### src/design/chip8_fetch_execute_draw_defines.svh
// assertion macros used by the chip-8 core design file
// no dependencies
`ifndef CHIP8_FETCH_EXECUTE_DRAW_DEFINES_SVH
`define CHIP8_FETCH_EXECUTE_DRAW_DEFINES_SVH

// same-cycle implication
`define CHIP8_ASSERT_IMP(lbl, ante, cons, msg) \
  lbl: assert property (@(posedge clk_i) disable iff (!rst_ni) (ante) |-> (cons)) \
    else $error(msg);

// next-cycle implication
`define CHIP8_ASSERT_NXT(lbl, ante, cons, msg) \
  lbl: assert property (@(posedge clk_i) disable iff (!rst_ni) (ante) |=> (cons)) \
    else $error(msg);

`endif

### src/design/chip8_ram.sv
// generic single-write, single-read ram with registered read data
// no dependencies
module chip8_ram #(
  parameter int Width = 8,
  parameter int Depth = 256
) (
  input  logic                     clk_i,
  input  logic                     we_i,
  input  logic [$clog2(Depth)-1:0] waddr_i,
  input  logic [Width-1:0]         wdata_i,
  input  logic [$clog2(Depth)-1:0] raddr_i,
  output logic [Width-1:0]         rdata_o
);

  logic [Width-1:0] mem_q [Depth];

  always_ff @(posedge clk_i) begin
    if (we_i) mem_q[waddr_i] <= wdata_i;
    rdata_o <= mem_q[raddr_i];
  end

endmodule

### config.mk
export PLATFORM = sky130hd
export DESIGN_NAME = chip8_ram
export DESIGN_NICKNAME = d
export VERILOG_FILES = /design/src/design/chip8_fetch_execute_draw_defines.svh /design/src/design/chip8_ram.sv
export SDC_FILE = /design/constraint.sdc
export NUM_CORES = 2
export LEC_CHECK = 0
export BUFFER_PORTS_ARGS = -buffer_cell sky130_fd_sc_hd__buf_2
export CORE_MARGIN = 3
export CORE_UTILIZATION = 40
export DETAILED_ROUTE_END_ITERATION = 8
export PLACE_DENSITY = 0.61
export SLEW_MARGIN = 0
export SYNTH_ARGS = -nofsm -noshare
export SYNTH_HDL_FRONTEND = slang
export SYNTH_SLANG_ARGS = --single-unit
### constraint.sdc
create_clock -name clk_i -period 5.6 [get_ports clk_i]
set_input_delay 0.56 -clock clk_i [delete_from_list [all_inputs] [get_ports clk_i]]
set_output_delay 0.56 -clock clk_i [all_outputs]
set_load 0.01 [all_outputs]
==> summary.md <==
| Metric | Value |
|---|---|
| Worst setup margin | ~2.0 ns |
| Share of cells above drive strength 1 | a little under a quarter |
| Fin. max-slew vios | 0 |
| Fin. Hold Viols | 0 |
| WP data required | about 6.3 ns |
| Vias per inst | around 5.8 |
| Clock sinks | about 2100 |
| Final setup vio count | 0 |
| Worst Path Max Fanout | 15 |
| Pre-CTS setup slack | 1.13 ns |
| Crit path DAT | 4.32 ns |
| Clk_lat worst skew | 0.85 ns |
| Critical Path, Cell by Cell | buf_2 > buf_4 > nand2b_1 > a211oi_1 > a311oi_1 > o221ai_1 > a211oi_1 > nor4_1 |
| F_max | about 280 MHz |
| Die height | 452 um |
| Initial antenna violation count | 11 |
| Largest cells by area after synthesis | edfxtp_1 (77%), mux4_2 (13%), mux2i_1 (1.7%), nor2_1 (1.3%), a22oi_1 (1.3%) |
| Tot GR Track Use | between 10% and 20% |
| Fin util | between 40 and 50% |
| Asr flop ratio synth | 0% |
| CP max-delay cell | a311oi_1 |
| Hold buffers post-CTS | 0 |
| Max-cap check violation count | 0 |
| Yosys cell types | 55 |
| CTS max path bufs | 3 |
| CTS tree | built |
| Slowest stage delay, CP | 0.88 ns |
| Peak supply drop | around 0.34 mV |
| Setup_tns | 0 ns |
| Layout net count | approximately 3900 |
| Slew @ Worst Pin | 1.28 ns |
| Setup Skew | roughly 0.047 ns |
| #FFs+latches synth | a little over 2000 |
| Fill cells | roughly 16000 |
| Reg-to-reg endpoint | rdata_o[5]$_DFF_P_ |
| GRT Residual Overflow | 0 |
| # port buffers | 33 |
| Reg clk slew, reported paths | about 0.07 ns |
| Status | complete, no violations |
| Initial core utilization | between 40 and 50% |
| RSZ-0062 raised after global routing | false |
| Wirelength per Cell | 30.1 um |
| Synth-to-Final Area Change | 12.1% |
| CP Capture Type | flop |
| Area leader, netlist | edfxtp_1 |
| Yosys top cell area share | approximately 77% |
| DIE AREA | between 0.2 and 0.25 mm2 |
| Post_cts resized | 0 |
| Sequential area share after synthesis | slightly below 80% |
| DRT Pass-1 Iters | 6 |
| Final total power | about 0.032 W |
| Syn nets | roughly 3800 |
| Leakage | 27.2 nW |
| CTS buffer count | ~200 |
| Relative slew slack | 14.2% |
| Core footprint | approximately 0.20 mm2 |
| Synthesized cell area | 0.0796 mm2 |
| # H-tree levels | 4 |
| Cells after Synth | ~3700 |
| Detail Route Antenna Nets | 0 |
| Power per Cell Area | ~350 mW/mm2 |
| R2r startpoint | mem_q[43][5]$_DFFE_PP_ |
| Post-synth EDFFs | approximately 2000 |
| Hold Path Class | input port to flop |
| HPWL after DPL | ~120000 um |
| DR DRC count | 0 |
| First-pass GRT wire length | a little under 300000 um |
| Worst Reg-to-Reg Cells | 6 |
| DR vias | 38814 |
| CP most frequent cell | a211oi_1 |
| Initial DRC Count | between 4000 and 5000 |
| CTS root buf | clkbuf_16 |
| Routability Congestion | 0.807 |
| WS Path Type | input port to flop |
| Die Span X | between 400 and 500 um |
| CP Launch Type | input port |
| Primary FF master, synth | edfxtp_1 |
| Post-CTS Setup Bufs | 0 |
| Crit path to | rdata_o[5]$_DFF_P_ |
| Total wire length | ~200000 um |
| Vias in the first global route | ~39000 |
| I/O pins | 34 |
| Fin crit share | between 60% and 70% |
| Synth warnings | 0 |
| Std cell rows | 163 |
| Setup crit start | raddr_i[4] |
| Avg Cell Area, Syn | approximately 21 um2 |
| Reg-to-reg slack, setup | about 2.5 ns |
| Min Tclk post-route | 3.62 ns |
| Largest net degree at the start of global routing | 185 |
-- critical path: cells and delay by family --
kind | cells | cell delay [ns]
AND/OR/NAND/NOR | 2 | 0.85
buffers and inverters | 2 | 0.78
AO/OA/AOI/OAI | 4 | 2.08
-- how the worst min path moves through the flow --
stage	from	endpoint	cells after the start
floorplan	wdata_i[0]	mem_q[0][0]$_DFFE_PP_	0
global placement	wdata_i[2]	mem_q[206][2]$_DFFE_PP_	1
detailed placement	wdata_i[2]	mem_q[206][2]$_DFFE_PP_	1
CTS	wdata_i[2]	mem_q[205][2]$_DFFE_PP_	1
global route	wdata_i[2]	mem_q[205][2]$_DFFE_PP_	1
finish	wdata_i[2]	mem_q[205][2]$_DFFE_PP_	1
-- cells in the final DEF (no fill, tap or decap), drive strengths merged, types with 8 or more instances in the layout --
cell type,n
buf,157
clkinv,98
mux2i,134
nand2b,8
dfxtp,8
mux4,456
o21ai,12
nand4,10
nor4,27
nor3,22
inv,9
a211oi,16
bufinv,14
a221oi,14
o22ai,28
nand2,33
o221ai,47
nand3,34
nor2b,31
a21oi,96
a22o,8
a22oi,133
edfxtp,2048
nor2,282
o211ai,10
clkbuf,243
-- stage by stage --
stage                     cell area, um2  hold WS (ns)  std cells
after floorplan                    79600         0.659       3733
after global placement             82800          1.02       6298
after detailed placement           82800          1.03       6298
after CTS                          89200        0.0965       6665
after global routing               89200         0.133       6666
final                              89200         0.141       6666
-- cell usage after synthesis (3+ instances only) --
| cell | count |
|---|---|
| nor3_1 | 22 |
| buf_8 | 13 |
| clkbuf_1 | 111 |
| or2_2 | 4 |
| nand3_1 | 34 |
| buf_12 | 8 |
| a211oi_1 | 16 |
| buf_1 | 22 |
| nor4_1 | 24 |
| nor2b_1 | 31 |
| nand2b_1 | 8 |
| o22a_1 | 5 |
| o21ai_0 | 10 |
| buf_2 | 31 |
| mux4_2 | 454 |
| o221ai_1 | 46 |
| a221oi_1 | 13 |
| a22o_1 | 8 |
| nand2_1 | 33 |
| mux2i_1 | 134 |
| dfxtp_1 | 8 |
| buf_6 | 21 |
| nor2_1 | 282 |
| nor4_2 | 3 |
| edfxtp_1 | 2048 |
| buf_4 | 27 |
| a22oi_1 | 133 |
| and2_1 | 6 |
| o211ai_1 | 10 |
| a21oi_1 | 96 |
| o32ai_1 | 4 |
| o22ai_1 | 28 |
| nand4_1 | 10 |
-- cells by family (layout without fill, tap and decap cells) --
family / count (synthesis) / after routing / synth area share (%)
AOI/OAI and AO/OA: 385 / 385 / 3.42
buffers and inverters: 235 / 527 / 1.83
DFF: 2056 / 2056 / 77.5
muxes: 591 / 591 / 14.6
other: 0 / 1 / 0
and+or+nand+nor: 466 / 466 / 2.63
-- final cells by class --
cell class	count	area (um2)	area share [%]
Antenna cell	1	2.50	0.00281
Clock inverter	125	1170	1.31
Timing Repair Buffer	158	1380	1.55
Clock buffer	242	5150	5.78
Multi-Input combinational cell	1442	16500	18.5
Tap cell	2640	3300	3.71
Sequential cell	2056	61700	69.2
Inverter	2	7.51	0.00842
-- report_power, final --
group | switching [W] | total (W) | internal, W | leakage (nW)
Combinational | 0.00102 | 0.00154 | 0.000514 | 5.63
Clock | 0.00581 | 0.0130 | 0.00723 | 3.08
Sequential | 0.0000269 | 0.0170 | 0.0170 | 18.5
Total | 0.00686 | 0.0316 | 0.0247 | 27.2
-- registers in the layout, indices dropped and copies added, names as in the netlist --
register and flops:
mem_q 2048, rdata_o 8
-- layer usage --
layer / track usage, % / vias to the layer above / routed length (um)
met2: 31.3 / 1680 / 97500
met5: 0 / - / 0
met1: 27.5 / 20890 / 81300
met3: 3.53 / 301 / 15800
li1: - / 15943 / -
met4: 6.07 / 0 / 5880
Note: power is estimated with default switching activity, not from simulation.
